[src/rtl/core/lpg_pkg.sv]
// ----------------------------------------------------------------------------
// lpg_pkg
// Shared types, mode codes and constants for the LED pattern generator.
// ----------------------------------------------------------------------------
package lpg_pkg;

    // mode codes
    localparam logic [3:0] MODE_OFF     = 4'd0;
    localparam logic [3:0] MODE_ON      = 4'd1;
    localparam logic [3:0] MODE_TOGGLE  = 4'd2;
    localparam logic [3:0] MODE_BLINK0  = 4'd3;
    localparam logic [3:0] MODE_BLINK1  = 4'd4;
    localparam logic [3:0] MODE_BLINK2  = 4'd5;
    localparam logic [3:0] MODE_BLINK3  = 4'd6;
    localparam logic [3:0] MODE_FADEIN  = 4'd7;
    localparam logic [3:0] MODE_FADEOUT = 4'd8;
    localparam logic [3:0] MODE_BREATH  = 4'd9;
    localparam logic [3:0] MODE_LAST    = MODE_BREATH;

    // register indexes on the configuration port
    localparam logic [1:0] REG_ACTIVE_LEVEL = 2'd0;
    localparam logic [1:0] REG_PULSE_MS     = 2'd1;
    localparam logic [1:0] REG_FADE_STEP_MS = 2'd2;

    // register reset values
    localparam logic       RST_ACTIVE_LEVEL = 1'b1;
    localparam logic [7:0] RST_PULSE_MS     = 8'd25;
    localparam logic [9:0] RST_FADE_STEP_MS = 10'd38;

    // fade level arithmetic
    localparam logic signed [10:0] LEVEL_STEP  = 11'sd5;
    localparam logic signed [10:0] LEVEL_MAX   = 11'sd255;
    localparam logic signed [9:0]  BREATH_WRAP = -10'sd250;
    localparam logic [7:0]         DUTY_MAX    = 8'd255;

    // action codes
    localparam logic ACT_TICK    = 1'b0;
    localparam logic ACT_REQUEST = 1'b1;

    typedef struct packed {
        logic       action;
        logic [3:0] new_mode;
    } t_item;

    typedef struct packed {
        logic       pin_level;
        logic       pwm_active;
        logic [7:0] duty;
        logic [3:0] current_mode;
    } t_result;

    typedef struct packed {
        logic       active_level;
        logic [7:0] pulse_ms;
        logic [9:0] fade_step_ms;
    } t_cfg;

    function automatic logic is_blink(input logic [3:0] m);
        return (m > MODE_TOGGLE) && (m < MODE_FADEIN);
    endfunction

    function automatic logic is_fade(input logic [3:0] m);
        return m >= MODE_FADEIN;
    endfunction

    // blink period in ms
    function automatic logic [10:0] blink_period(input logic [3:0] m);
        logic [10:0] p;
        case (m)
            MODE_BLINK0: p = 11'd2000;
            MODE_BLINK1: p = 11'd1000;
            MODE_BLINK2: p = 11'd500;
            default:     p = 11'd250;
        endcase
        return p;
    endfunction

endpackage

[src/rtl/core/lpg_cfg_regs.sv]
// ----------------------------------------------------------------------------
// lpg_cfg_regs
// APB register file: active level, blink pulse length and fade step period.
// ----------------------------------------------------------------------------
module lpg_cfg_regs
    import lpg_pkg::*;
(
    input  logic        i_clk,
    input  logic        i_rst_n,
    input  logic        psel,
    input  logic        penable,
    input  logic        pwrite,
    input  logic [3:0]  paddr,
    input  logic [31:0] pwdata,
    output logic [31:0] prdata,
    output logic        pready,
    output t_cfg        o_cfg
);

    logic       r_active_level;
    logic [7:0] r_pulse_ms;
    logic [9:0] r_fade_step_ms;
    logic       wr_en;
    logic [1:0] reg_idx;

    assign pready  = 1'b1;
    assign wr_en   = psel && penable && pwrite;
    assign reg_idx = paddr[3:2];

    // register writes
    always_ff @(posedge i_clk) begin
        if (!i_rst_n) begin
            r_active_level <= RST_ACTIVE_LEVEL;
            r_pulse_ms     <= RST_PULSE_MS;
            r_fade_step_ms <= RST_FADE_STEP_MS;
        end else if (wr_en) begin
            case (reg_idx)
                REG_ACTIVE_LEVEL: r_active_level <= pwdata[0];
                REG_PULSE_MS:     r_pulse_ms     <= pwdata[7:0];
                REG_FADE_STEP_MS: r_fade_step_ms <= pwdata[9:0];
                default: ;
            endcase
        end
    end

    // read mux
    always_comb begin
        case (reg_idx)
            REG_ACTIVE_LEVEL: prdata = {31'd0, r_active_level};
            REG_PULSE_MS:     prdata = {24'd0, r_pulse_ms};
            REG_FADE_STEP_MS: prdata = {22'd0, r_fade_step_ms};
            default:          prdata = 32'd0;
        endcase
    end

    assign o_cfg = '{active_level: r_active_level,
                     pulse_ms:     r_pulse_ms,
                     fade_step_ms: r_fade_step_ms};

endmodule

[src/rtl/core/lpg_in_reg.sv]
// ----------------------------------------------------------------------------
// lpg_in_reg
// Input register stage: holds one word until the engine consumes it.
// ----------------------------------------------------------------------------
module lpg_in_reg
    import lpg_pkg::*;
(
    input  logic       i_clk,
    input  logic       i_rst_n,
    input  logic       i_valid,
    output logic       o_ready,
    input  t_item      i_item,
    input  logic       i_advance,
    output logic       o_valid,
    output t_item      o_item
);

    logic  r_vld;
    t_item r_item;

    // stage is free when empty or when its word moves on this cycle
    assign o_ready = !r_vld || i_advance;

    always_ff @(posedge i_clk) begin
        if (!i_rst_n) begin
            r_vld <= 1'b0;
        end else if (o_ready) begin
            r_vld <= i_valid;
        end
    end

    always_ff @(posedge i_clk) begin
        if (o_ready && i_valid) begin
            r_item <= i_item;
        end
    end

    assign o_valid = r_vld;
    assign o_item  = r_item;

endmodule

[src/rtl/core/lpg_engine.sv]
// ----------------------------------------------------------------------------
// lpg_engine
// Mode state, period counter and fade level; computes the next state and the
// result word for one tick or mode request.
// ----------------------------------------------------------------------------
module lpg_engine
    import lpg_pkg::*;
(
    input  logic    i_clk,
    input  logic    i_rst_n,
    input  logic    i_fire,
    input  t_item   i_item,
    input  t_cfg    i_cfg,
    output t_result o_result
);

    logic [3:0]        r_mode_now, n_mode_now;
    logic [3:0]        r_pend_mode, n_pend_mode;
    logic              r_pend_vld, n_pend_vld;
    logic [10:0]       r_elapsed, n_elapsed;
    logic signed [9:0] r_level, n_level;
    logic              r_lit, n_lit;

    logic              v_apply, v_start, v_end;
    logic [3:0]        v_apply_mode;
    logic [10:0]       v_elapsed;
    logic [10:0]       v_fade_period;
    logic signed [10:0] v_level;
    logic [9:0]        v_mag;
    logic [7:0]        v_mag8;

    // next state for one word
    always_comb begin
        n_mode_now    = r_mode_now;
        n_pend_mode   = r_pend_mode;
        n_pend_vld    = r_pend_vld;
        n_elapsed     = r_elapsed;
        n_level       = r_level;
        n_lit         = r_lit;
        v_apply       = 1'b0;
        v_start       = 1'b0;
        v_end         = 1'b0;
        v_apply_mode  = r_pend_mode;
        v_elapsed     = r_elapsed + 11'd1;
        v_fade_period = (i_cfg.fade_step_ms == 10'd0) ? 11'd1 : {1'b0, i_cfg.fade_step_ms};
        v_level       = {r_level[9], r_level};

        if (i_item.action == ACT_REQUEST) begin
            if (i_item.new_mode <= MODE_LAST) begin
                if (r_mode_now <= MODE_TOGGLE) begin
                    v_apply      = 1'b1;
                    v_apply_mode = i_item.new_mode;
                end else begin
                    n_pend_mode = i_item.new_mode;
                    n_pend_vld  = 1'b1;
                end
            end
        end else if (is_blink(r_mode_now)) begin
            if (v_elapsed >= blink_period(r_mode_now)) begin
                v_end = 1'b1;
            end else begin
                n_lit     = v_elapsed < {3'd0, i_cfg.pulse_ms};
                n_elapsed = v_elapsed;
            end
        end else if (is_fade(r_mode_now)) begin
            if (v_elapsed >= v_fade_period) begin
                v_end = 1'b1;
            end else begin
                n_elapsed = v_elapsed;
            end
        end

        // period end: step the level, then take a pending mode or restart
        if (v_end) begin
            case (r_mode_now)
                MODE_FADEIN: begin
                    v_level = v_level + LEVEL_STEP;
                    n_level = (v_level > LEVEL_MAX) ? 10'sd0 : v_level[9:0];
                end
                MODE_FADEOUT: begin
                    v_level = v_level - LEVEL_STEP;
                    n_level = (v_level < 11'sd0) ? 10'sd255 : v_level[9:0];
                end
                MODE_BREATH: begin
                    v_level = v_level + LEVEL_STEP;
                    n_level = (v_level > LEVEL_MAX) ? BREATH_WRAP : v_level[9:0];
                end
                default: ;
            endcase
            if (r_pend_vld) begin
                n_pend_vld   = 1'b0;
                v_apply      = 1'b1;
                v_apply_mode = r_pend_mode;
            end else begin
                v_start = 1'b1;
            end
        end

        // mode change; entering fade from a non-fade mode clears the level
        if (v_apply) begin
            if (v_apply_mode != r_mode_now) begin
                if (is_fade(v_apply_mode) && !is_fade(r_mode_now)) begin
                    n_level = 10'sd0;
                end
                n_mode_now = v_apply_mode;
            end
            v_start = 1'b1;
        end

        // start of a period or a static mode
        if (v_start) begin
            case (n_mode_now)
                MODE_OFF:    n_lit = 1'b0;
                MODE_ON:     n_lit = 1'b1;
                MODE_TOGGLE: n_lit = !n_lit;
                MODE_BLINK0, MODE_BLINK1, MODE_BLINK2, MODE_BLINK3: begin
                    n_lit     = i_cfg.pulse_ms != 8'd0;
                    n_elapsed = 11'd0;
                end
                default:     n_elapsed = 11'd0;
            endcase
        end
    end

    // state registers
    always_ff @(posedge i_clk) begin
        if (!i_rst_n) begin
            r_mode_now  <= MODE_OFF;
            r_pend_mode <= MODE_OFF;
            r_pend_vld  <= 1'b0;
            r_elapsed   <= 11'd0;
            r_level     <= 10'sd0;
            r_lit       <= 1'b0;
        end else if (i_fire) begin
            r_mode_now  <= n_mode_now;
            r_pend_mode <= n_pend_mode;
            r_pend_vld  <= n_pend_vld;
            r_elapsed   <= n_elapsed;
            r_level     <= n_level;
            r_lit       <= n_lit;
        end
    end

    // result from the state after this word
    always_comb begin
        v_mag  = n_level[9] ? 10'(-n_level) : n_level;
        v_mag8 = (v_mag > 10'd255) ? DUTY_MAX : v_mag[7:0];
        o_result.current_mode = n_mode_now;
        if (is_fade(n_mode_now)) begin
            o_result.pin_level  = 1'b0;
            o_result.pwm_active = 1'b1;
            o_result.duty       = i_cfg.active_level ? v_mag8 : (DUTY_MAX - v_mag8);
        end else begin
            o_result.pin_level  = ~(n_lit ^ i_cfg.active_level);
            o_result.pwm_active = 1'b0;
            o_result.duty       = 8'd0;
        end
    end

endmodule

[src/rtl/core/led_pattern_generator.sv]
// ----------------------------------------------------------------------------
// led_pattern_generator
// One-LED pattern generator: static, toggle, blink and fade/breath modes
// driven by millisecond ticks and mode requests.
// ----------------------------------------------------------------------------
// path: input register, then engine, into the result register that drives o_valid
// throughput: one word per cycle unless i_ready stalls; the input and output
//   register stages let a new word enter while a finished result still waits for i_ready
// reset: synchronous active-low i_rst_n empties both stages, sets mode off,
//   LED dark, level and counter zero, and the registers to their defaults
// ----------------------------------------------------------------------------
module led_pattern_generator
    import lpg_pkg::*;
(
    input  logic        i_clk,
    input  logic        i_rst_n,
    // input channel
    input  logic        i_valid,
    output logic        o_ready,
    input  logic        i_action,
    input  logic [3:0]  i_new_mode,
    // output channel
    output logic        o_valid,
    input  logic        i_ready,
    output logic        o_pin_level,
    output logic        o_pwm_active,
    output logic [7:0]  o_duty,
    output logic [3:0]  o_current_mode,
    // configuration port
    input  logic        psel,
    input  logic        penable,
    input  logic        pwrite,
    input  logic [3:0]  paddr,
    input  logic [31:0] pwdata,
    output logic [31:0] prdata,
    output logic        pready
);

    t_cfg    cfg;
    t_item   in_item;
    t_item   stage_item;
    logic    stage_vld;
    logic    advance;
    logic    fire;
    t_result result;
    logic    r_out_vld;
    t_result r_out;

    lpg_cfg_regs u_cfg (
        .i_clk   (i_clk),
        .i_rst_n (i_rst_n),
        .psel    (psel),
        .penable (penable),
        .pwrite  (pwrite),
        .paddr   (paddr),
        .pwdata  (pwdata),
        .prdata  (prdata),
        .pready  (pready),
        .o_cfg   (cfg)
    );

    // output stage can take a new word when empty or being drained
    assign advance = !r_out_vld || i_ready;
    assign fire    = stage_vld && advance;

    // incoming word fields
    assign in_item = '{action: i_action, new_mode: i_new_mode};

    lpg_in_reg u_in (
        .i_clk     (i_clk),
        .i_rst_n   (i_rst_n),
        .i_valid   (i_valid),
        .o_ready   (o_ready),
        .i_item    (in_item),
        .i_advance (advance),
        .o_valid   (stage_vld),
        .o_item    (stage_item)
    );

    lpg_engine u_engine (
        .i_clk    (i_clk),
        .i_rst_n  (i_rst_n),
        .i_fire   (fire),
        .i_item   (stage_item),
        .i_cfg    (cfg),
        .o_result (result)
    );

    // result register
    always_ff @(posedge i_clk) begin
        if (!i_rst_n) begin
            r_out_vld <= 1'b0;
        end else if (advance) begin
            r_out_vld <= stage_vld;
        end
    end

    always_ff @(posedge i_clk) begin
        if (fire) begin
            r_out <= result;
        end
    end

    assign o_valid        = r_out_vld;
    assign o_pin_level    = r_out.pin_level;
    assign o_pwm_active   = r_out.pwm_active;
    assign o_duty         = r_out.duty;
    assign o_current_mode = r_out.current_mode;

    // pwm drive parks the raw pin low
    a_pwm_pin_low: assert property (@(posedge i_clk) disable iff (!i_rst_n)
        o_valid && o_pwm_active |-> !o_pin_level)
        else $error("pin level high while pwm drives the LED");

    // pwm flag follows the fade modes
    a_pwm_mode: assert property (@(posedge i_clk) disable iff (!i_rst_n)
        o_valid |-> (o_pwm_active == (o_current_mode >= MODE_FADEIN)))
        else $error("pwm flag does not match mode");

    // duty is zero outside pwm
    a_duty_zero: assert property (@(posedge i_clk) disable iff (!i_rst_n)
        o_valid && !o_pwm_active |-> (o_duty == 8'd0))
        else $error("duty nonzero without pwm");

    // mode in effect is always a legal code
    a_mode_legal: assert property (@(posedge i_clk) disable iff (!i_rst_n)
        o_valid |-> (o_current_mode <= MODE_LAST))
        else $error("illegal mode in effect");

endmodule
[config.mk]
export PLATFORM = sky130hd
export DESIGN_NAME = led_pattern_generator
export DESIGN_NICKNAME = d
export VERILOG_FILES = /design/src/rtl/core/lpg_pkg.sv /design/src/rtl/core/lpg_cfg_regs.sv /design/src/rtl/core/lpg_in_reg.sv /design/src/rtl/core/lpg_engine.sv /design/src/rtl/core/led_pattern_generator.sv
export SDC_FILE = /design/constraint.sdc
export NUM_CORES = 1
export LEC_CHECK = 0
export BUFFER_PORTS_ARGS = -buffer_cell sky130_fd_sc_hd__buf_2
export CAP_MARGIN = 20
export CORE_AREA = 2 2 123 101
export DETAILED_ROUTE_END_ITERATION = 10
export DIE_AREA = 0 0 125 103
export PLACE_DENSITY = 0.68
export SYNTH_ARGS = -nofsm -noshare
export SYNTH_HDL_FRONTEND = slang
export SYNTH_SLANG_ARGS = --single-unit
[constraint.sdc]
create_clock -name i_clk -period 5.9 [get_ports i_clk]
set_input_delay 0.295 -clock i_clk [delete_from_list [all_inputs] [get_ports i_clk]]
set_output_delay 0.295 -clock i_clk [all_outputs]
set_load 0.02 [all_outputs]
# == Yosys cells after proc, flatten, opt, wreduce, memory -nomap -nowiden ==
# Index checks and enable logic that the tools add are counted.
# op_classes
mux,54
eq_ne,15
n_lt_le_gt_ge,13
addsub,5
reduce_logical,22
bitwise,3
# ops
operator,n
$mux 11,9
$mux 10,9
$pmux 10 s3,2
$pmux 11 s3,1
$mux 4,7
$eq 4x3->1 const B,6
$ge 11x11->1,2
$mux 1,22
$mux 8,2
$eq 4x2->1 const B,3
$ge 4x3->1 const B,3
$add 10x4->11 const B,1
$add 11x1->11 const B,1
$gt 11x9->1 const B,1
$lt 11x1->1 const B,1
$lt 11x8->1,1
$sub 10x4->11 const B,1
$gt 10x8->1 const B,1
$logic_not 10->1,1
$neg 10->10,1
$mux 9,1
$eq 4x4->1 const B,2
$reduce_bool 8->1,1
$sub 8x8->8 const A,1
20 further kinds,32
# word_totals
ff_bits,71
input_bits,48
elab_cells,129

# == Logic depth before layout (Yosys ltp) ==
# Gate-level depths: netlist of the first run.
# logic_depth
word_depth,21
mapped_depth,24
mapped_depth_nobuf,23

# == By module ==
# From an unflattened synthesis of the first run, not the netlist that was laid out.
# unflattened
cells_unflattened,674
area_unflattened_um2,5667.9
# by_module_without_submodules
mod,n_inst,cells_each,area_each_um2
lpg_engine,1,520,3868.7
lpg_cfg_regs,1,125,1113.6
led_pattern_generator,1,19,478.0
lpg_in_reg,1,10,207.7

# == Worst setup path before layout of the first run ==
# Ideal clock, no wire load.
# synth_path
path_type,reg2reg
startpoint,reg u_engine.r_elapsed[0]
endpoint,"reg r_out, in the netlist o_duty[6] (data pin)"
path_stages_with_launch,25
arrival_ns,4.595
path_slack_ns,1.158
path_cell_list,dfxtp_1 ha_1 nand3_1 nor3_1 xnor2_1 inv_1 ha_1 a21oi_1 o21ai_0 o21bai_1 a2111o_1 nand2_1 a21o_1 a31oi_1 a211oi_1 inv_1 ha_1 o2111ai_1 nor4_4 a311o_1 o311ai_2 nor2_1 buf_6 or3_1 a21oi_1
# synth_via
elab_chain_len,18
# synth_lines
item,line_no,text
"start, declared",lpg_engine.sv:20,"logic [10:0] r_elapsed, n_elapsed;"
"start signal, assigned",lpg_engine.sv:138,r_elapsed <= n_elapsed;
$add 11x1->11 (*),lpg_engine.sv:44,v_elapsed = r_elapsed + 11'd1;
$ge 11x11->1,lpg_engine.sv:66,if (v_elapsed >= v_fade_period) begin
$mux 1,lpg_engine.sv:66,
$mux 1,lpg_engine.sv:65,end else if (is_fade(r_mode_now)) begin
$mux 1 (*),lpg_engine.sv:58,end else if (is_blink(r_mode_now)) begin
$mux 1 (*),lpg_engine.sv:48,if (i_item.action == ACT_REQUEST) begin
$mux 4,lpg_engine.sv:74,if (v_end) begin
$ge 4x3->1,lpg_pkg.sv:63,return m >= MODE_FADEIN;
(+2 left out),-,
$mux 10,lpg_engine.sv:101,if (v_apply_mode != r_mode_now) begin
$mux 10,lpg_engine.sv:100,if (v_apply) begin
$neg 10->10,lpg_engine.sv:146,v_mag = n_level[9] ? 10'(-n_level) : n_level;
$mux 10,lpg_engine.sv:146,
$gt 10x8->1,lpg_engine.sv:147,v_mag8 = (v_mag > 10'd255) ? DUTY_MAX : v_mag[7:0];
$mux 8,lpg_engine.sv:147,
$sub 8x8->8,lpg_engine.sv:152,o_result.duty = i_cfg.active_level ? v_mag8 : (DUTY_MAX - v_mag8);
$mux 8,lpg_engine.sv:152,
"end signal, assigned",led_pattern_generator.sv:100,r_out <= result;
"end, declared",led_pattern_generator.sv:47,t_result r_out;
# Every way passes the cells marked *; elsewhere a longest branch is shown, timed or not.
# A chain may end at the register's enable or synchronous reset.

# == Worst setup path in the final report of the first run ==
# layout_path
startpoint,reg u_engine.r_elapsed[0]
endpoint,"reg r_out, in the netlist o_duty[2] (data pin)"
# The elaborated chain is that of the path after synthesis.

==> impl_metrics.yaml, run 1 <==
setup_path:
  worst_path_dominant_cell_family: "compound AO/OA/AOI/OAI gates"
  number_of_buffers_and_inverters_on_the_critical_path: 2
  cp.depth: 23
  cp_slowest_cell: "sky130_fd_sc_hd__dfxtp_1"
  worstReg2RegEnd: "o_duty[2]$_SDFFCE_PN0P_"
  worst_r2r_path_depth: 23
  crit_chain: "ha_1 > nand3_1 > nor3_1 > xnor2_1 > inv_1 > ha_1 > a21oi_1 > o21ai_0 > o21bai_1 > a2111o_1 > nand2_2 > a21o_1 > a31oi_1 > a211oi_1 > inv_1 > ha_1 > o2111ai_1 > nor4_4 > a311o_1 > o311ai_2 > nor2_2 > or3_1 > a21oi_1"
  critical_path_arrival_ns: 5.58
  setup.reg_to_reg.worst_slack_ns: 0.51
  critPathCaptureType: "register"
  timing.critical_path.required_ns: 6.09
  critical_path.max_fanout: 11
  worstReg2RegStart: "u_engine.r_elapsed[0]$_SDFFE_PN0P_"
  slowest_delay_ns: 0.47
  timing.setup.critical_path_class: "reg -> reg"
  first_element_of_the_critical_path: "u_engine.r_elapsed[0]$_SDFFE_PN0P_"
  path_common_cell: "sky130_fd_sc_hd__ha_1"
  startpoint_type: "register"
placed_design:
  post-place-ws_ns: 0.394
  routabilityCongestion: 0.947
  detailedPlacementHpwl_microns: 10900
  port_buffers: 49
timing:
  maxSlewViolCount: 0
  max_slew_margin: 0.400
  timing.setup.tns_ns: 0
  min_period_over_period: 0.913
  worstMarginPinSlew_ns: 0.899
  setup_ws_ns: 0.512
  fin_worst_skew_ns: 0.00857
  report.final.hold_viol_count: 0
  setup_viol: 0
  achievable-frequency_mhz: 186
  rsz0062_at_grt: "no"
  final_period_minus_worst_setup_slack_ns: 5.39
routing:
  avgViaCountPerCell: 5.80
  route.vias.total: 5096
  route.final.wire_length_microns: 14700
  iteration_0_drc_markers: 672
  route.detailed.drc: 0
  route.detailed.wl_per_inst_microns: 16.7
  ant_nets: 0
  drt_first_pass_iters: 5
floorplan:
  floorplan.initialDensity: 0.457
  die_w_microns: 125
  core-area_sq_um: 11800
  dieArea_sq_um: 12900
  std_cell_rows: 36
  die_height_microns: 103
  pin_count: 97
clock_tree:
  clkSinkCount: 71
  clkTransAtPathRegs_ns: 0.06
  cts_tree: "built"
  clock_path_buffers: 2
  postCtsSetupRepairBufs: 0
  cts-buffers-inserted: 9
  clock_latency_of_the_later_clocked_register_in_the_worst_skew_pair_ns: 0.34
  clk_root_buffer_cell: "sky130_fd_sc_hd__clkbuf_16"
  cts_max_level: 3
logic_synthesis:
  synth_cell_types: 72
  synth.largest_area_cell: "sky130_fd_sc_hd__dfxtp_1"
  netlist_instances: 685
  yosys_warnings: 0
  number_of_enable_flip_flop_cells_after_synthesis: 19
  yosys-top-cells-count: "sky130_fd_sc_hd__nand2_1, sky130_fd_sc_hd__nor2_1, sky130_fd_sc_hd__a21oi_1"
  cell_area_synth_sq_um: 5390
  synth_flop_cell: "sky130_fd_sc_hd__dfxtp_1"
  synth_seq_area_share: 0.299
  ys_seq_elements: 71
  yosys-top-cells-area: "sky130_fd_sc_hd__dfxtp_1, sky130_fd_sc_hd__edfxtp_1, sky130_fd_sc_hd__ha_1"
  synthesized_area_per_cell_sq_um: 7.87
  yosys.cell_count.top_type: "sky130_fd_sc_hd__nand2_1"
  synth_top_cell_area_share: 0.193
  async_reset_ff_frac: 0
global_routing:
  grt_use_total: 0.229
  grt_max_degree: 33
  globalRoute.totalOverflow: 0
  first_pass_grt_wire_length_microns: 23600
  first_global_vias: 4554
  antenna_found_initial: 0
hold_path:
  min_path_cells: 1
  timing.hold.worst.class: "in -> reg"
  min-delay-start: "i_new_mode[1]"
  min_delay_worst_endpoint: "u_in.o_item[1]$_DFFE_PP_"
power:
  worst_ir_drop_vdd_mv: 0.143
  power-per-cell-area_nw_per_um2: 214
  totalPowerFinal_uw: 1300
  p_leak_uw: 0.00237
final_layout:
  multi_input_comb_area_sq_um: 3400
  diodes: 0
  filler_cell_count: 1093
  final_layout_size_suffix_gt1_frac: 0.142
  finish.net_count: 799
  final_core_utilization: 0.513
  final-seq-area_sq_um: 1610
  synthToLayoutAreaGrowth_pct: 12.2
status:
  outcome: "finished clean"
job:
  max_cap_viols: 0
==> where the power goes <==
part | switching [uW] | total (uW) | internal (uW)
Sequential | 12.4 | 525 | 513
Combinational | 88.2 | 131 | 42.8
Clock | 222 | 641 | 419
Total | 322 | 1300 | 974
==> layout by cell type (no fill, tap or decap), drive strengths merged, types with 6 or more instances in the layout <==
master,count
nand2,78
nor2,69
a21oi,66
buf,62
dfxtp,52
inv,38
ha,30
o21ai,30
conb,23
xnor2,19
edfxtp,19
nand3,15
nor3,14
mux2i,13
o211ai,12
a31oi,11
nand4,11
a21o,10
xor2,10
and2,10
or2,9
clkbuf,9
nor2b,8
or3,8
a22o,8
o31ai,8
nand2b,6
and3,6
o21a,6
o311ai,6
==> kinds of logic after synthesis <==
logic type,Yosys count,synth area share
AO/OA/AOI/OAI,197,0.250
AND/OR/NAND/NOR,249,0.223
XOR/XNOR,29,0.0471
multiplexers,13,0.0241
other,2,0.00139
flip-flops,71,0.299
buffers and inverters,94,0.0858
adder cells (fa/ha/maj),30,0.0696
==> worst reg2reg max path: stages (launching register included) <==
cell                        delay, ns
sky130_fd_sc_hd__dfxtp_1         0.47
sky130_fd_sc_hd__ha_1            0.27
sky130_fd_sc_hd__nand3_1         0.20
sky130_fd_sc_hd__nor3_1          0.25
sky130_fd_sc_hd__xnor2_1         0.25
sky130_fd_sc_hd__inv_1           0.15
sky130_fd_sc_hd__ha_1            0.35
sky130_fd_sc_hd__a21oi_1         0.16
sky130_fd_sc_hd__o21ai_0         0.09
sky130_fd_sc_hd__o21bai_1        0.22
sky130_fd_sc_hd__a2111o_1        0.47
sky130_fd_sc_hd__nand2_2         0.17
sky130_fd_sc_hd__a21o_1          0.12
sky130_fd_sc_hd__a31oi_1         0.04
sky130_fd_sc_hd__a211oi_1        0.32
sky130_fd_sc_hd__inv_1           0.11
sky130_fd_sc_hd__ha_1            0.25
sky130_fd_sc_hd__o2111ai_1       0.15
sky130_fd_sc_hd__nor4_4          0.07
sky130_fd_sc_hd__a311o_1         0.37
sky130_fd_sc_hd__o311ai_2        0.11
sky130_fd_sc_hd__nor2_2          0.14
sky130_fd_sc_hd__or3_1           0.37
sky130_fd_sc_hd__a21oi_1         0.15
==> worst max-delay path by stage <==
stage,end,slack [ns]
2_1_floorplan,o_duty[6]$_SDFFCE_PN0P_,1.16
3_3_place_gp,o_duty[1]$_SDFFCE_PN0P_,0.60
3_5_place_dp,o_duty[3]$_SDFFCE_PN0P_,0.39
4_1_cts,o_duty[4]$_SDFFCE_PN0P_,0.38
5_1_grt,o_duty[1]$_SDFFCE_PN0P_,0.08
6_report,o_duty[2]$_SDFFCE_PN0P_,0.51
==> sequential cells by signal, summed over array words and instances, names as in the netlist <==
| name | flops |
|---|---|
| o_current_mode | 4 |
| o_duty | 8 |
| o_pin_level | 1 |
| o_pwm_active | 1 |
| o_valid | 1 |
| u_cfg.r_active_level | 1 |
| u_cfg.r_fade_step_ms | 10 |
| u_cfg.r_pulse_ms | 8 |
| u_engine.r_elapsed | 11 |
| u_engine.r_level | 10 |
| u_engine.r_lit | 1 |
| u_engine.r_mode_now | 4 |
| u_engine.r_pend_mode | 4 |
| u_engine.r_pend_vld | 1 |
| u_in.o_item | 5 |
| u_in.o_valid | 1 |
==> through the flow <==
step / hold slack [ns] / area, sq um / std cells
2_1_floorplan: 0.394 / 5470 / 706
3_3_place_gp: 0.463 / 5660 / 860
3_5_place_dp: 0.468 / 5670 / 861
4_1_cts: 0.119 / 6020 / 877
5_1_grt: 0.121 / 6050 / 878
6_report: 0.132 / 6050 / 878
==> cell type report <==
cell class,instances,share of cell area
flip-flops and latches,71,0.266
multi-input cells,541,0.562
clock inverters,7,0.0211
well taps,152,0.0314
repair buffers,62,0.0595
clock buffers,9,0.0372
inverters,36,0.0223
==> repair_timing <==
item / CTS / global route
resized for setup: 0 / 3
hold buffers: 0 / 0
endpoints found under the setup margin: 0 / 7
==> layer usage <==
| metal | track usage | share of wire |
|---|---|---|
| met2 | 0.350 | 0.43 |
| met5 | 0 | 0 |
| met4 | 0.0564 | 0.0087 |
| met3 | 0.0529 | 0.095 |
| met1 | 0.330 | 0.47 |
Power figures use the tool's default switching activity.
==> run 2: changes to the inputs <==
--- a/config.mk
+++ b/config.mk
@@ -5,11 +5,12 @@
 export SDC_FILE = /design/constraint.sdc
 export NUM_CORES = 1
 export LEC_CHECK = 0
+export ABC_AREA = 1
 export BUFFER_PORTS_ARGS = -buffer_cell sky130_fd_sc_hd__buf_2
 export CAP_MARGIN = 20
-export CORE_AREA = 2 2 123 101
+export CORE_AREA = 2 2 124 102
 export DETAILED_ROUTE_END_ITERATION = 10
-export DIE_AREA = 0 0 125 103
+export DIE_AREA = 0 0 126 104
 export PLACE_DENSITY = 0.68
 export SYNTH_ARGS = -nofsm -noshare
 export SYNTH_HDL_FRONTEND = slang
==> run 2 against run 1 <==
Against the previous run:
- critical path depth increased by 10
- sequential power increased by 5.3%
- via count decreased by 1.1%
- design area decreased by 0.93%
- clock-buffer cell count increased by 3
- non-clock buffer count decreased by 11
- setup slack improved by 0.96 ns
- largest cell class unchanged
- largest power group is now sequential cells
- highest routed layer unchanged
==> impl_metrics.yaml, run 2 <==
status:
  outcome: "finished clean"
global_routing:
  first_pass_grt_wire_length_microns: 21800
  first_global_vias: 4487
  antenna_found_initial: 0
  globalRoute.totalOverflow: 0
  grt_use_total: 0.201
  grt_max_degree: 48
final_layout:
  finish.net_count: 916
  filler_cell_count: 1203
  largest_reg_flops: 11
  layout_commonest_cell: "sky130_fd_sc_hd__nand2_1"
  final_layout_size_suffix_gt1_frac: 0.158
  final-seq-area_sq_um: 1610
  synthToLayoutAreaGrowth_pct: 9.58
  final_cell_mix: "sky130_fd_sc_hd__nand2_1, sky130_fd_sc_hd__inv_1, sky130_fd_sc_hd__o21ai_0, sky130_fd_sc_hd__nor2_1, sky130_fd_sc_hd__a21oi_1"
  layout_top_registers: "u_engine.r_elapsed x11, u_cfg.r_fade_step_ms x10, u_engine.r_level x10"
  multi_input_comb_area_sq_um: 3200
  registers.top_by_ff_count: "u_engine.r_elapsed"
  final_core_utilization: 0.504
  diodes: 0
clock_tree:
  clock_latency_of_the_later_clocked_register_in_the_worst_skew_pair_ns: 0.34
  clk_root_buffer_cell: "sky130_fd_sc_hd__clkbuf_16"
  holdBufCountCts: 0
  postCtsResizedCells: 0
  clkSinkCount: 71
  clock_path_buffers: 2
  postCtsSetupRepairBufs: 0
  cts_tree: "built"
  cts_max_level: 3
  cts-buffers-inserted: 9
  clkTransAtPathRegs_ns: 0.06
setup_path:
  cp.depth: 33
  critical_path_arrival_ns: 4.52
  critical_path.max_fanout: 11
  timing.setup.critical_path_class: "reg -> reg"
  first_element_of_the_critical_path: "u_engine.r_elapsed[0]$_SDFFE_PN0P_"
  setup.reg_to_reg.worst_slack_ns: 1.47
  cp_slowest_cell: "sky130_fd_sc_hd__dfxtp_1"
  timing.critical_path.required_ns: 5.99
  worstReg2RegStart: "u_engine.r_elapsed[0]$_SDFFE_PN0P_"
  number_of_buffers_and_inverters_on_the_critical_path: 4
  critPathCapture: "o_duty[1]$_SDFFCE_PN0P_"
  critPathCaptureType: "register"
  worstReg2RegEnd: "o_duty[1]$_SDFFCE_PN0P_"
  worst_r2r_path_depth: 33
  path_common_cell: "sky130_fd_sc_hd__nand2_1"
  slowest_delay_ns: 0.48
  worst_path_dominant_cell_family: "simple AND/OR/NAND/NOR gates"
  startpoint_type: "register"
floorplan:
  core-area_sq_um: 11900
  dieArea_sq_um: 13100
  std_cell_rows: 36
  pin_count: 97
  die_w_microns: 126
  die_height_microns: 104
  floorplan.initialDensity: 0.460
logic_synthesis:
  synth_seq_area_share: 0.295
  netlist_instances: 799
  yosys-top-cells-count: "sky130_fd_sc_hd__nand2_1, sky130_fd_sc_hd__inv_1, sky130_fd_sc_hd__o21ai_0"
  synth_cell_types: 48
  ys_seq_elements: 71
  async_reset_ff_frac: 0
  synth.largest_area_cell: "sky130_fd_sc_hd__dfxtp_1"
  synth_flop_cell: "sky130_fd_sc_hd__dfxtp_1"
  yosys-top-cells-area: "sky130_fd_sc_hd__dfxtp_1, sky130_fd_sc_hd__nand2_1, sky130_fd_sc_hd__edfxtp_1"
  synth_top_cell_area_share: 0.190
  yosys_warnings: 0
  synthesized_area_per_cell_sq_um: 6.85
  yosys.cell_count.top_type: "sky130_fd_sc_hd__nand2_1"
  number_of_enable_flip_flop_cells_after_synthesis: 19
  cell_area_synth_sq_um: 5470
hold_path:
  min-delay-start: "i_new_mode[2]"
  timing.hold.worst.class: "in -> reg"
routing:
  route.detailed.wl_per_inst_microns: 12.9
  routed_length_on_met2_microns: 5590
  iteration_0_drc_markers: 334
  dr.max_layer_used: "met4"
  avgViaCountPerCell: 5.06
  ant_nets: 0
  drt_first_pass_iters: 7
  route.final.wire_length_microns: 12800
  met3WireLength_microns: 509
  route.layer.met1.wl_microns: 6530
  route.vias.total: 5039
  route.detailed.drc: 0
power:
  power-per-cell-area_nw_per_um2: 239
  worst_ir_drop_vdd_mv: 0.133
  p_leak_uw: 0.00292
job:
  max_cap_viols: 0
timing:
  worstMarginPinSlew_ns: 0.836
  timing.setup.tns_ns: 0
  rsz0062_at_grt: "no"
  setup_viol: 0
  final_period_minus_worst_setup_slack_ns: 4.43
  min_period_over_period: 0.751
  report.final.hold_viol_count: 0
  fin_worst_skew_ns: 0.00718
  achievable-frequency_mhz: 226
  setup_ws_ns: 1.47
  maxSlewViolCount: 0
  max_slew_margin: 0.438
placed_design:
  post-place-ws_ns: 1.51
  port_buffers: 49
  detailedPlacementHpwl_microns: 9510
  routabilityCongestion: 0.889
run 2: cell types whose count changed after synthesis, sizes merged, moves of 18 or more:
cell	before	now
o21ai	30	75
inv	36	118
nand2	78	211
xnor2	19	1
nand3	15	42
run 2: worst register-to-register path, delay by kind of cell, from the launching register on:
kind                       cells  cell delay (ns)
adders and majority gates      3             0.85
DFF                            1             0.48
buffers and inverters          4             0.41
and+or+nand+nor               25             2.40
AOI/OAI and AO/OA              1             0.07
run 2: per-stage QoR:
step	power (uW)	hold WS, ns	instance area [sq um]	std cells
2_1_floorplan	846	0.394	5550	820
3_3_place_gp	904	0.474	5700	978
3_5_place_dp	908	0.475	5700	978
4_1_cts	1450	0.124	5990	994
5_1_grt	1520	0.124	6000	995
6_report	1440	0.128	6000	995
run 2: power breakdown:
group | switching [uW] | internal, uW
clock network | 213 | 322
registers | 23.4 | 530
logic | 237 | 111
run 2: worst min-delay path by stage:
stage,to,slack [ns],cells after the start
2_1_floorplan,u_in.o_item[0]$_DFFE_PP_,0.39,0
3_3_place_gp,u_in.o_item[2]$_DFFE_PP_,0.47,1
3_5_place_dp,u_in.o_item[2]$_DFFE_PP_,0.47,1
4_1_cts,u_in.o_item[2]$_DFFE_PP_,0.12,1
5_1_grt,u_in.o_item[0]$_DFFE_PP_,0.12,1
6_report,u_in.o_item[2]$_DFFE_PP_,0.13,1
run 2: metal layers:
layer,global-route usage,vias to the layer above
met5,0,-
met4,0.0557,0
met3,0.0396,17
met2,0.317,112
met1,0.280,2249
li1,-,2661
run 2: cell families after synthesis:
logic type                 Yosys count  synth area share
other                                2           0.00137
buffers and inverters              162             0.135
AOI/OAI and AO/OA                  163             0.166
xor gates and xnor gates            12            0.0192
DFF                                 71             0.295
adders and majority gates           30            0.0686
and+or+nand+nor                    359             0.316
run 2: area by class of cell:
| class | instances | area share |
|---|---|---|
| Tap cell | 152 | 0.0317 |
| Timing Repair Buffer | 51 | 0.0430 |
| Clock inverter | 4 | 0.00438 |
| Sequential cell | 71 | 0.269 |
| Inverter | 118 | 0.0739 |
| Clock buffer | 12 | 0.0447 |
| Multi-Input combinational cell | 587 | 0.534 |
==> run 3: changes to the inputs <==
==> constraint.sdc (replaced) <==
create_clock -name i_clk -period 4.2 [get_ports i_clk]
set_input_delay 0.21 -clock i_clk [delete_from_list [all_inputs] [get_ports i_clk]]
set_output_delay 0.21 -clock i_clk [all_outputs]
set_load 0.02 [all_outputs]
==> run 3 against run 2 <==
Against the previous run:
- clock power rose by 44%
- wire length rose by 2.4%
- sequential power rose by 41%
- sequential cell count did not move
- via count rose by 2.2%
- register-to-register slack got worse by 1.1 ns
- total power rose by 44%
- largest power group unchanged
- highest routed layer unchanged
==> impl_metrics.yaml, run 3 (synthesis results as in run 2) <==
clock_tree:
  cts_max_level: 3
  holdBufCountCts: 0
  cts_tree: "built"
  clk_root_buffer_cell: "sky130_fd_sc_hd__clkbuf_16"
  cts-buffers-inserted: 9
  clock_path_buffers: 2
  clock_latency_of_the_later_clocked_register_in_the_worst_skew_pair_ns: 0.35
  clkSinkCount: 71
  clkTransAtPathRegs_ns: 0.07
final_layout:
  final_layout_size_suffix_gt1_frac: 0.202
  synthToLayoutAreaGrowth_pct: 13.9
  diodes: 0
  layout_top_registers: "u_engine.r_elapsed x11, u_cfg.r_fade_step_ms x10, u_engine.r_level x10"
  registers.top_by_ff_count: "u_engine.r_elapsed"
  layout_commonest_cell: "sky130_fd_sc_hd__nand2_1"
  finish.net_count: 935
  final_cell_mix: "sky130_fd_sc_hd__nand2_1, sky130_fd_sc_hd__inv_1, sky130_fd_sc_hd__o21ai_0, sky130_fd_sc_hd__nor2_1, sky130_fd_sc_hd__a21oi_1"
  final_cell_count_no_fill: 1014
  final_core_utilization: 0.524
  largest_reg_flops: 11
power:
  worst_ir_drop_vdd_mv: 0.174
  comb_power_share: 0.250
  cell_internal_pwr_uw: 1360
  seq_power_share: 0.377
  power.share.switching: 0.341
  power-per-cell-area_nw_per_um2: 331
  netSwitchingPower_uw: 704
  p_leak_uw: 0.00304
  pwr-share-clk: 0.374
routing:
  iteration_0_drc_markers: 287
  route.detailed.drc: 0
  drt_first_pass_iters: 5
  route.detailed.wl_per_inst_microns: 13.0
  ant_nets: 0
  route.final.wire_length_microns: 13100
  route.vias.total: 5149
  avgViaCountPerCell: 5.08
timing:
  fin_worst_skew_ns: 0.0120
  timing.hold.ws_ns: 0.0432
  max_slew_margin: 0.473
  setup_ws_ns: 0.327
  maxSlewViolCount: 0
  final_period_minus_worst_setup_slack_ns: 3.87
  timing.setup.tns_ns: 0
  worstMarginPinSlew_ns: 0.791
  report.final.hold_viol_count: 0
  achievable-frequency_mhz: 258
  min_period_over_period: 0.922
  setup_viol: 0
setup_path:
  timing.critical_path.required_ns: 4.30
  critical_path_arrival_ns: 3.97
  timing.setup.critical_path_class: "reg -> reg"
  critPathCaptureType: "register"
  startpoint_type: "register"
  path_common_cell: "sky130_fd_sc_hd__nand2_2"
  number_of_buffers_and_inverters_on_the_critical_path: 3
  cp_slowest_cell: "sky130_fd_sc_hd__dfxtp_4"
  worst_path_dominant_cell_family: "simple AND/OR/NAND/NOR gates"
  slowest_delay_ns: 0.39
  critical_path.max_fanout: 7
placed_design:
  routabilityCongestion: 0.876
  placed_cells_incl_taps: 996
  post-place-ws_ns: 0.241
  port_buffers: 49
  detailedPlacementHpwl_microns: 9820
floorplan:
  floorplan.initialDensity: 0.460
  dieArea_sq_um: 13100
  std_cell_rows: 36
  die_height_microns: 104
  die_w_microns: 126
  core-area_sq_um: 11900
  pin_count: 97
global_routing:
  antenna_found_initial: 0
  grt_use_total: 0.205
  first_pass_grt_wire_length_microns: 22300
  globalRoute.totalOverflow: 0
  grt_max_degree: 48
  first_global_vias: 4630
hold_path:
  timing.hold.worst.class: "in -> reg"
job:
  max_cap_viols: 0
status:
  outcome: "finished clean"
-- run 3: area by class of cell --
| cell class | count | area, sq um |
|---|---|---|
| clock inverter | 6 | 50.0 |
| multi-input combinational | 587 | 3270 |
| timing repair buffer | 70 | 400 |
| sequential | 71 | 1630 |
| inverter | 118 | 443 |
| clock buffer | 10 | 250 |
| fill | 1199 | 5660 |
| tap | 152 | 190 |
-- run 3: power groups by stage --
stage | clock network (uW) | logic [uW] | registers, uW
6_report | 772 | 516 | 777
5_1_grt | 809 | 586 | 782
4_1_cts | 783 | 502 | 776
3_5_place_dp | 0 | 500 | 791
3_3_place_gp | 0 | 493 | 791
2_1_floorplan | 0 | 396 | 793
-- run 3: worst paths after layout --
| check | startpoint | to | slack (ns) | cells past startpoint |
|---|---|---|---|---|
| hold reg to reg | o_valid$_SDFFE_PN0P_ | o_valid$_SDFFE_PN0P_ | 0.51 | 2 |
| hold / removal | i_new_mode[0] | u_in.o_item[0]$_DFFE_PP_ | 0.04 | 1 |
| setup reg to reg | u_engine.r_elapsed[2]$_SDFFE_PN0P_ | o_duty[1]$_SDFFCE_PN0P_ | 0.33 | 30 |
| setup / recovery | u_engine.r_elapsed[2]$_SDFFE_PN0P_ | o_duty[1]$_SDFFCE_PN0P_ | 0.33 | 30 |
-- run 3: repair_timing --
item                                    CTS  global route
buffers inserted                          0             1
gates resized for setup                   0            28
endpoints found under the setup margin    0            21
-- run 3: metrics by stage --
| step | power (uW) | instance area (sq um) |
|---|---|---|
| floorplan | 1190 | 5550 |
| global placement | 1280 | 5830 |
| detailed placement | 1290 | 5830 |
| CTS | 2060 | 6130 |
| global route | 2180 | 6230 |
| finish | 2060 | 6230 |
-- run 3: per-layer routing --
metal / track usage / wire (microns)
met1: 0.290 / 6520
met2: 0.326 / 5900
met3: 0.0345 / 596
met4: 0.0487 / 122
met5: 0 / 0
